===== config.mk =====
export PLATFORM = sky130hd
export DESIGN_NAME = quadrature_position_velocity
export DESIGN_NICKNAME = d
export VERILOG_FILES = /design/src/hdl/qpv_pkg.sv /design/src/hdl/qpv_divider.sv /design/src/hdl/quadrature_position_velocity.sv
export SDC_FILE = /design/constraint.sdc
export NUM_CORES = 2
export LEC_CHECK = 0
export ABC_AREA = 1
export BUFFER_PORTS_ARGS = -buffer_cell sky130_fd_sc_hd__buf_2
export CAP_MARGIN = 40
export CORE_ASPECT_RATIO = 0.5
export CORE_MARGIN = 2
export CORE_UTILIZATION = 45
export CTS_CLUSTER_DIAMETER = 50
export DETAILED_ROUTE_END_ITERATION = 6
export HOLD_SLACK_MARGIN = 0.12
export PLACE_DENSITY = 0.67
export SLEW_MARGIN = 0
export SYNTH_ARGS = -nofsm -noshare
export SYNTH_HDL_FRONTEND = slang
export SYNTH_SLANG_ARGS = --single-unit

===== constraint.sdc =====
create_clock -name clk_i -period 8.1 [get_ports clk_i]
set_input_delay 2.43 -clock clk_i [delete_from_list [all_inputs] [get_ports clk_i]]
set_output_delay 2.43 -clock clk_i [all_outputs]
set_load 0.05 [all_outputs]

===== src/hdl/qpv_pkg.sv =====
// Shared types, constants and the quadrature step decode for the position/velocity block.
package qpv_pkg;

  // Field and datapath widths
  localparam int unsigned CPR_W      = 16;
  localparam int unsigned PERIOD_W   = 24;
  localparam int unsigned FIX_W      = 48;
  localparam int unsigned DEN_W      = CPR_W + PERIOD_W;
  localparam int unsigned COUNT_OUT_W = 32;
  localparam int unsigned IN_DATA_W  = 32;
  localparam int unsigned OUT_DATA_W = COUNT_OUT_W + 2 * FIX_W;

  // Default count width and register reset
  localparam int unsigned COUNT_WIDTH_DEF = 32;
  localparam logic [CPR_W-1:0] CPR_RESET = 16'd2048;

  // Fixed-point scaling: 1e6 * 2^16 = 15625 * 2^22
  localparam int unsigned SCALE_W   = 14;
  localparam logic [SCALE_W-1:0] VEL_SCALE = 14'd15625;
  localparam int unsigned POS_SHIFT = 16;
  localparam int unsigned VEL_SHIFT = 22;
  // Extra dividend bits over the count width: scale, shift and rounding carry
  localparam int unsigned DIV_EXTRA = SCALE_W + VEL_SHIFT + 1;

  // Item kinds carried in the input tuser
  typedef enum logic [1:0] {
    OP_SAMPLE = 2'd0,
    OP_UPDATE = 2'd1,
    OP_ZERO   = 2'd2
  } op_e;

  // Transition codes {previous A, previous B, new A, new B}
  localparam logic [3:0] FWD_0 = 4'b1101;
  localparam logic [3:0] FWD_1 = 4'b0100;
  localparam logic [3:0] FWD_2 = 4'b0010;
  localparam logic [3:0] FWD_3 = 4'b1011;
  localparam logic [3:0] REV_0 = 4'b1110;
  localparam logic [3:0] REV_1 = 4'b0111;
  localparam logic [3:0] REV_2 = 4'b0001;
  localparam logic [3:0] REV_3 = 4'b1000;

  typedef enum logic [1:0] {
    STEP_HOLD = 2'd0,
    STEP_UP   = 2'd1,
    STEP_DOWN = 2'd2
  } step_e;

  // Decode one pin transition into a count direction
  function automatic step_e qpv_step(input logic [3:0] trans);
    step_e dir;
    dir = STEP_HOLD;
    case (trans) inside
      FWD_0, FWD_1, FWD_2, FWD_3: dir = STEP_UP;
      REV_0, REV_1, REV_2, REV_3: dir = STEP_DOWN;
      default:                    dir = STEP_HOLD;
    endcase
    return dir;
  endfunction

endpackage


===== src/hdl/qpv_divider.sv =====
// Bit-serial restoring divider with rounding-aware saturation to a signed Q31.16 result.
module qpv_divider #(
  parameter int unsigned DivW = qpv_pkg::COUNT_WIDTH_DEF + qpv_pkg::DIV_EXTRA
) (
  input  logic                        clk_i,
  input  logic                        rst_ni,
  input  logic                        start_i,
  input  logic [DivW-1:0]             dividend_i,
  input  logic [qpv_pkg::DEN_W-1:0]   divisor_i,
  input  logic                        neg_i,
  output logic                        done_o,
  output logic [qpv_pkg::FIX_W-1:0]   result_o
);
  import qpv_pkg::*;

  localparam int unsigned CntW = $clog2(DivW + 1);

  logic [DivW-1:0]  dvd_q;
  logic [DEN_W-1:0] den_q;
  logic [DEN_W-1:0] rem_q;
  logic [FIX_W:0]   quot_q;
  logic             ovf_q;
  logic             neg_q;
  logic [CntW-1:0]  cnt_q;
  logic             busy_q;
  logic             done_q;

  logic [DEN_W:0]   trial;
  logic [DEN_W:0]   diff;
  logic             fit;
  logic [FIX_W-1:0] lim;
  logic             big;
  logic [FIX_W-1:0] mag;

  // Trial subtract of the divisor from the shifted partial remainder
  assign trial = {rem_q, dvd_q[DivW-1]};
  assign diff  = trial - {1'b0, den_q};
  assign fit   = ~diff[DEN_W];

  // Sequence control: one quotient bit per cycle
  always_ff @(posedge clk_i or negedge rst_ni) begin
    if (!rst_ni) begin
      busy_q <= 1'b0;
      done_q <= 1'b0;
      cnt_q  <= '0;
    end else begin
      done_q <= 1'b0;
      if (start_i) begin
        busy_q <= 1'b1;
        cnt_q  <= CntW'(DivW);
      end else if (busy_q) begin
        cnt_q <= cnt_q - CntW'(1);
        if (cnt_q == CntW'(1)) begin
          busy_q <= 1'b0;
          done_q <= 1'b1;
        end
      end
    end
  end

  // Datapath: shift dividend, restore remainder, collect quotient bits
  always_ff @(posedge clk_i) begin
    if (start_i) begin
      dvd_q  <= dividend_i;
      den_q  <= divisor_i;
      neg_q  <= neg_i;
      rem_q  <= '0;
      quot_q <= '0;
      ovf_q  <= 1'b0;
    end else if (busy_q) begin
      dvd_q  <= {dvd_q[DivW-2:0], 1'b0};
      rem_q  <= fit ? diff[DEN_W-1:0] : trial[DEN_W-1:0];
      quot_q <= {quot_q[FIX_W-1:0], fit};
      ovf_q  <= ovf_q | quot_q[FIX_W];
    end
  end

  // Clamp the magnitude to the signed range, then apply the sign
  always_comb begin
    lim = neg_q ? {1'b1, {(FIX_W-1){1'b0}}} : {1'b0, {(FIX_W-1){1'b1}}};
    big = ovf_q || (quot_q > {1'b0, lim});
    mag = big ? lim : quot_q[FIX_W-1:0];
    result_o = neg_q ? (~mag + FIX_W'(1)) : mag;
  end

  assign done_o = done_q;

endmodule


===== src/hdl/quadrature_position_velocity.sv =====
// Top level of the x4 quadrature decoder with position and velocity scaling.
//
// Usage: each input beat on the s_axis channel carries one item; its kind sits in
// s_axis_tuser (0 pin sample, 1 periodic update, 2 zero the count). Every accepted
// beat yields exactly one output beat on m_axis with the count after the item, the
// latched position and velocity (signed Q31.16) and, in m_axis_tuser, a flag that
// is set when the item recomputed both latches.
// Pin samples, zero items and updates that change nothing need no division: the
// result shows in the cycle after acceptance, and such items are taken every cycle
// while m_axis_tready is high. An update with a nonzero period and counts_per_rev
// runs two divisions through one shared bit-serial divider, one quotient bit per
// cycle over COUNT_WIDTH+37 bits; s_axis_tready stays low meanwhile. The cfg
// channel writes counts_per_rev and is always ready; write it only while the block
// is idle.
// A result waits in the output register while m_axis_tready is low; a new item is
// accepted in the same cycle the waiting result is taken. Reset clears the count,
// the latches and the pin history and sets counts_per_rev to 2048.
module quadrature_position_velocity #(
  parameter int unsigned COUNT_WIDTH = qpv_pkg::COUNT_WIDTH_DEF
) (
  input  logic                             clk_i,
  input  logic                             rst_ni,
  // Input items
  input  logic                             s_axis_tvalid,
  output logic                             s_axis_tready,
  // [0] phase_a, [1] phase_b, [25:2] period_us, [31:26] zero
  input  logic [qpv_pkg::IN_DATA_W-1:0]    s_axis_tdata,
  // [1:0] op
  input  logic [1:0]                       s_axis_tuser,
  // Results
  output logic                             m_axis_tvalid,
  input  logic                             m_axis_tready,
  // [31:0] count, [79:32] position_rev, [127:80] velocity_rps
  output logic [qpv_pkg::OUT_DATA_W-1:0]   m_axis_tdata,
  // [0] updated
  output logic                             m_axis_tuser,
  // Configuration write: counts_per_rev
  input  logic                             cfg_valid_i,
  output logic                             cfg_ready_o,
  input  logic [qpv_pkg::CPR_W-1:0]        cfg_data_i
);
  import qpv_pkg::*;

  localparam int unsigned CW    = COUNT_WIDTH;
  localparam int unsigned DivW  = COUNT_WIDTH + DIV_EXTRA;
  localparam int unsigned ProdW = COUNT_WIDTH + SCALE_W;

  typedef enum logic [5:0] {
    ST_IDLE     = 6'b000001,
    ST_POS_LOAD = 6'b000010,
    ST_POS_RUN  = 6'b000100,
    ST_VEL_MUL  = 6'b001000,
    ST_VEL_LOAD = 6'b010000,
    ST_VEL_RUN  = 6'b100000
  } state_e;

  state_e            state_q, state_d;
  logic [CPR_W-1:0]  cpr_q;
  logic [1:0]        last_ab_q, last_ab_d;
  logic              primed_q, primed_d;
  logic [CW-1:0]     pulse_q, pulse_d;
  logic [CW-1:0]     prior_q, prior_d;
  logic [FIX_W-1:0]  pos_q, pos_d;
  logic [FIX_W-1:0]  vel_q, vel_d;
  logic [CW-1:0]     delta_q, delta_d;
  logic [CW-1:0]     pos_mag_q, pos_mag_d;
  logic              pos_neg_q, pos_neg_d;
  logic [CW-1:0]     dmag_q, dmag_d;
  logic              vel_neg_q, vel_neg_d;
  logic [DEN_W-1:0]  den_q, den_d;
  logic [ProdW-1:0]  vprod_q, vprod_d;
  logic              out_valid_q;
  logic [OUT_DATA_W-1:0] out_data_q;
  logic              out_user_q;

  logic              in_fire;
  op_e               op;
  logic [1:0]        ab;
  logic [PERIOD_W-1:0] period;
  logic              out_load;
  logic              upd;

  logic              div_start;
  logic [DivW-1:0]   div_dividend;
  logic [DEN_W-1:0]  div_divisor;
  logic              div_neg;
  logic              div_done;
  logic [FIX_W-1:0]  div_result;

  // Unpack the input beat
  assign op     = op_e'(s_axis_tuser);
  assign ab     = {s_axis_tdata[0], s_axis_tdata[1]};
  assign period = s_axis_tdata[PERIOD_W+1:2];

  // Accept only when idle and the output register frees up this cycle
  assign s_axis_tready = (state_q == ST_IDLE) && (!out_valid_q || m_axis_tready);
  assign in_fire       = s_axis_tvalid && s_axis_tready;
  assign cfg_ready_o   = 1'b1;

  // Item handling and update sequencer
  always_comb begin
    state_d   = state_q;
    last_ab_d = last_ab_q;
    primed_d  = primed_q;
    pulse_d   = pulse_q;
    prior_d   = prior_q;
    pos_d     = pos_q;
    vel_d     = vel_q;
    delta_d   = delta_q;
    pos_mag_d = pos_mag_q;
    pos_neg_d = pos_neg_q;
    dmag_d    = dmag_q;
    vel_neg_d = vel_neg_q;
    den_d     = den_q;
    vprod_d   = vprod_q;
    out_load  = 1'b0;
    upd       = 1'b0;
    div_start = 1'b0;
    div_dividend = DivW'({pos_mag_q, {POS_SHIFT{1'b0}}}) + DivW'(cpr_q >> 1);
    div_divisor  = DEN_W'(cpr_q);
    div_neg      = pos_neg_q;

    unique case (state_q)
      ST_IDLE: begin
        if (in_fire) begin
          unique case (op)
            OP_SAMPLE: begin
              if (primed_q) begin
                unique case (qpv_step({last_ab_q, ab}))
                  STEP_UP:   pulse_d = pulse_q + CW'(1);
                  STEP_DOWN: pulse_d = pulse_q - CW'(1);
                  default:   pulse_d = pulse_q;
                endcase
              end
              last_ab_d = ab;
              primed_d  = 1'b1;
              out_load  = 1'b1;
            end
            OP_UPDATE: begin
              if ((period != '0) && (cpr_q != '0)) begin
                prior_d   = pulse_q;
                delta_d   = pulse_q - prior_q;
                pos_neg_d = pulse_q[CW-1];
                pos_mag_d = pulse_q[CW-1] ? (~pulse_q + CW'(1)) : pulse_q;
                den_d     = DEN_W'(cpr_q) * DEN_W'(period);
                state_d   = ST_POS_LOAD;
              end else begin
                out_load = 1'b1;
              end
            end
            OP_ZERO: begin
              pulse_d   = '0;
              prior_d   = '0;
              pos_d     = '0;
              vel_d     = '0;
              last_ab_d = '0;
              primed_d  = 1'b0;
              out_load  = 1'b1;
            end
            default: out_load = 1'b1;
          endcase
        end
      end
      ST_POS_LOAD: begin
        // Launch the position division; take the delta magnitude meanwhile
        div_start = 1'b1;
        vel_neg_d = delta_q[CW-1];
        dmag_d    = delta_q[CW-1] ? (~delta_q + CW'(1)) : delta_q;
        state_d   = ST_POS_RUN;
      end
      ST_POS_RUN: begin
        if (div_done) begin
          pos_d   = div_result;
          state_d = ST_VEL_MUL;
        end
      end
      ST_VEL_MUL: begin
        vprod_d = ProdW'(dmag_q) * ProdW'(VEL_SCALE);
        state_d = ST_VEL_LOAD;
      end
      ST_VEL_LOAD: begin
        div_start    = 1'b1;
        div_dividend = DivW'({vprod_q, {VEL_SHIFT{1'b0}}}) + DivW'(den_q >> 1);
        div_divisor  = den_q;
        div_neg      = vel_neg_q;
        state_d      = ST_VEL_RUN;
      end
      ST_VEL_RUN: begin
        div_divisor = den_q;
        div_neg     = vel_neg_q;
        if (div_done) begin
          vel_d    = div_result;
          upd      = 1'b1;
          out_load = 1'b1;
          state_d  = ST_IDLE;
        end
      end
      default: state_d = ST_IDLE;
    endcase
  end

  // Shared divider for both quotients
  qpv_divider #(
    .DivW (DivW)
  ) u_divider (
    .clk_i      (clk_i),
    .rst_ni     (rst_ni),
    .start_i    (div_start),
    .dividend_i (div_dividend),
    .divisor_i  (div_divisor),
    .neg_i      (div_neg),
    .done_o     (div_done),
    .result_o   (div_result)
  );

  // Architectural state and configuration
  always_ff @(posedge clk_i or negedge rst_ni) begin
    if (!rst_ni) begin
      state_q   <= ST_IDLE;
      cpr_q     <= CPR_RESET;
      last_ab_q <= '0;
      primed_q  <= 1'b0;
      pulse_q   <= '0;
      prior_q   <= '0;
      pos_q     <= '0;
      vel_q     <= '0;
    end else begin
      state_q   <= state_d;
      last_ab_q <= last_ab_d;
      primed_q  <= primed_d;
      pulse_q   <= pulse_d;
      prior_q   <= prior_d;
      pos_q     <= pos_d;
      vel_q     <= vel_d;
      if (cfg_valid_i && cfg_ready_o) begin
        cpr_q <= cfg_data_i;
      end
    end
  end

  // Working registers of the update sequence
  always_ff @(posedge clk_i) begin
    delta_q   <= delta_d;
    pos_mag_q <= pos_mag_d;
    pos_neg_q <= pos_neg_d;
    dmag_q    <= dmag_d;
    vel_neg_q <= vel_neg_d;
    den_q     <= den_d;
    vprod_q   <= vprod_d;
  end

  // Output register: hold the beat until the receiver takes it
  always_ff @(posedge clk_i or negedge rst_ni) begin
    if (!rst_ni) begin
      out_valid_q <= 1'b0;
    end else if (out_load) begin
      out_valid_q <= 1'b1;
    end else if (m_axis_tready) begin
      out_valid_q <= 1'b0;
    end
  end

  always_ff @(posedge clk_i) begin
    if (out_load) begin
      out_data_q <= {vel_d, pos_d, COUNT_OUT_W'($signed(pulse_d))};
      out_user_q <= upd;
    end
  end

  assign m_axis_tvalid = out_valid_q;
  assign m_axis_tdata  = out_data_q;
  assign m_axis_tuser  = out_user_q;

endmodule

==> metrics.cfg <==
[status]
status=finished clean

[clocking]
cts-root-buf=clkbuf_16
h-tree-depth=3
insertion_delay_ps=680
clock_path_buffers=3
post_cts_buffers=0
holdBufCountCts=0
cts_tree=built
clock-sinks=708
cts_resized=0
cts-buffers-inserted=79
clkTransAtPathRegs_ps=60

[floorplan]
initial_core_util=0.455
num_io_pins=187
die_area_sq_um=131000
chipWidth_um=509
core_area_sq_um=126000
rows=92
die_y_um=256

[route]
vias_per_cell=5.27
remaining_drc_errors=0
route.detailed.wl_per_inst_um=17.3
ant_nets=0
vias=45700
wl_um=151000
drt_iter0_drc=3602
first_pass_iters=6

[sta]
slew_violations=0
whs_ps=477
setup_viol=0
rsz0062_at_grt=false
worst_slew_pin_slew_ps=931
fin_ws_ps=421
min_period_over_period=0.948
relSlewSlack=0.379
period_needed_ps=7680
clock_skew_ps=38.2
hold_violations=0
max_freq_ghz=0.130

[setup_path]
r2r_cells=22
cp.arrival_ps=8080
criticalPathCategory=primary input to flip-flop
critPathMaxFanout=12
reg2reg_from=cpr_q[15]$_DFFE_PN0P_
startpoint=s_axis_tdata[8]
worst_ep_required_time_ps=8500
r2r-end=den_q[39]$_DFFE_PP_
reg2reg_slack_ps=1440
cp-start-kind=primary input
crit_path_end_kind=flip-flop

[yosys]
synthCells=6684
ys_seq_area_frac=0.338
synth_area_leaders=edfxtp_1 (22%), fa_1 (16%), ha_1 (9.5%)
synth_top_cell_by_area=edfxtp_1
synth_top_cell_area_share=0.221
syn-mean-instance-area_sq_um=8.58
netlist_area_sq_um=57400
yosysUniqueCellTypes=69
async_flop_share=0.275
ys.flop_type=edfxtp_1
synth-warning-count=0
synthesis.nets=7620
ys_ff_latch=708
synth-edff-count=423

[hold_path]
whs_path_depth=2
hold_class=flip-flop to flip-flop
hp-start=u_divider.rem_q[35]$_SDFFE_PN0P_
holdPathEnd=u_divider.rem_q[35]$_SDFFE_PN0P_

[global_route]
grt_start_max_net_pins=136
overflow=0
globalRouteTotalUtil=0.233
grt_pass1_vias=44900
grt_first_pass_wirelength_um=243000
antenna_found_initial=4

[cells_and_area]
antenna_cells=0
drive_gt1_frac=0.0873
num-nets-final=7858
fillers=11800
syn_to_final_growth_pct=11.6

[placed_design]
dp_hpwl_um=118000
gp_congestion=0.933
numPortBuffers=179
place_ws_ps=-306

[flow_run]
drv_cap=0

[kinds of logic (layout without fill, tap and decap cells)]
group / Yosys count / in the layout / synth area share
mux: 1 / 1 / 0.000196
buf+inv: 1496 / 1800 / 0.0991
flops: 708 / 708 / 0.338
simple gates: 2338 / 2338 / 0.171
compound gates: 1015 / 1015 / 0.104
fa+ha+maj: 881 / 881 / 0.250
xor+xnor: 244 / 244 / 0.0373
other cells: 1 / 1 / 0.0000654
[state kept, by name, summed over array words and instances, names as in the netlist, 2 cells and up]
register          cells
m_axis_tdata        128
delta_q              32
u_divider.rem_q      40
u_divider.dvd_q      69
u_divider.den_q      40
pos_mag_q            32
pulse_q              32
u_divider.cnt_q       7
last_ab_q             2
prior_q              32
vprod_q              46
pos_q                48
den_q                40
cpr_q                16
vel_q                48
state_q               6
dmag_q               32
u_divider.quot_q     49
[synth_stat cells, types with 28 or more instances]
master and count:
inv_1 1236, dfxtp_1 90, o21ai_0 329, o22ai_1 91
o21ai_1 28, nor3_1 53, nand4_1 58, nand2_1 1331
fa_1 445, o211ai_1 52, nor2_1 460, nor4_1 42
xor2_1 143, ha_1 436, nand3_1 333, xnor2_1 101
dfrtp_1 193, a21oi_1 288, a31oi_1 44, edfxtp_1 423
clkbuf_1 209
[through the flow]
step           instance area, sq um  utilization  std cells  setup TNS, ps
4_1_cts                       64000        0.507       8680              0
3_5_place_dp                  61400        0.487       8533          -3100
2_1_floorplan                 57400            -       6684              0
5_1_grt                       64000        0.507       8680              0
6_report                      64000        0.507       8680              0
3_3_place_gp                  61100        0.484       8520          -2330
[per-layer routing]
metal | global-route usage | vias to the layer above | wire [um]
met5 | 0 | - | 21
met4 | 0.0653 | 4 | 4060
met3 | 0.0557 | 219 | 11900
met2 | 0.349 | 1273 | 65100
met1 | 0.334 | 22000 | 69500
li1 | - | 22200 | -
[how the worst max path moves through the flow]
stage	endpoint	slack, ps	depth (start not counted)
after CTS	den_q[39]$_DFFE_PP_	450	23
after global placement	den_q[28]$_DFFE_PP_	-240	22
final	den_q[29]$_DFFE_PP_	420	27
after detailed placement	den_q[39]$_DFFE_PP_	-310	23
after floorplan	den_q[39]$_DFFE_PP_	6	24
after global routing	den_q[29]$_DFFE_PP_	30	27
[cell usage in the layout (no fill, tap or decap), drive strengths merged, types with 5 or more instances in the layout]
cell type | Yosys | final
nand2 | 1346 | 1346
inv | 1246 | 1259
nor2 | 472 | 472
fa | 445 | 445
ha | 436 | 436
edfxtp | 423 | 423
buf | 35 | 401
o21ai | 359 | 359
nand3 | 345 | 345
a21oi | 290 | 290
dfrtp | 193 | 193
xor2 | 143 | 143
clkbuf | 209 | 103
xnor2 | 101 | 101
o22ai | 91 | 91
dfxtp | 90 | 90
nand4 | 59 | 59
nor3 | 53 | 53
o211ai | 52 | 52
a31oi | 44 | 44
nor4 | 43 | 43
clkinv | 6 | 28
o221ai | 21 | 21
a21o | 21 | 21
a32o | 20 | 20
o31ai | 19 | 19
o21a | 18 | 18
a21boi | 17 | 17
o21bai | 15 | 15
o2bb2ai | 12 | 12
or2 | 12 | 12
a22o | 7 | 7
a221oi | 5 | 5
a211oi | 5 | 5
clkinvlp | 0 | 5
[cell type report]
class,instances,area (sq um),share of cell area
Sequential cell,708,19400,0.303
Multi-Input combinational cell,4480,32300,0.505
Tap cell,1692,2120,0.0331
Clock inverter,44,498,0.00778
Clock buffer,103,2140,0.0334
Inverter,1252,4700,0.0735
Timing Repair Buffer,401,2840,0.0443
[worst max-delay path, cell delays in order]
cell     delay (ps)
buf_2           270
buf_4           210
nand2_1          50
inv_1            90
fa_1            420
fa_1            450
ha_1            240
fa_1            540
inv_1            50
fa_1            480
fa_1            560
inv_1            50
ha_1            330
a21oi_1         200
nand2_1          80
a21oi_1         200
o21ai_0         160
a21oi_1         190
inv_1            80
a21oi_1         140
buf_4           150
o21a_1          120
o21ai_0         120
nand2_1          90
nand2_1          60
xor2_1          160
buf_4           180
Power is left out: the tool's default activity adds up to more than one toggle a clock period on the data nets, which glitch-free logic cannot reach.
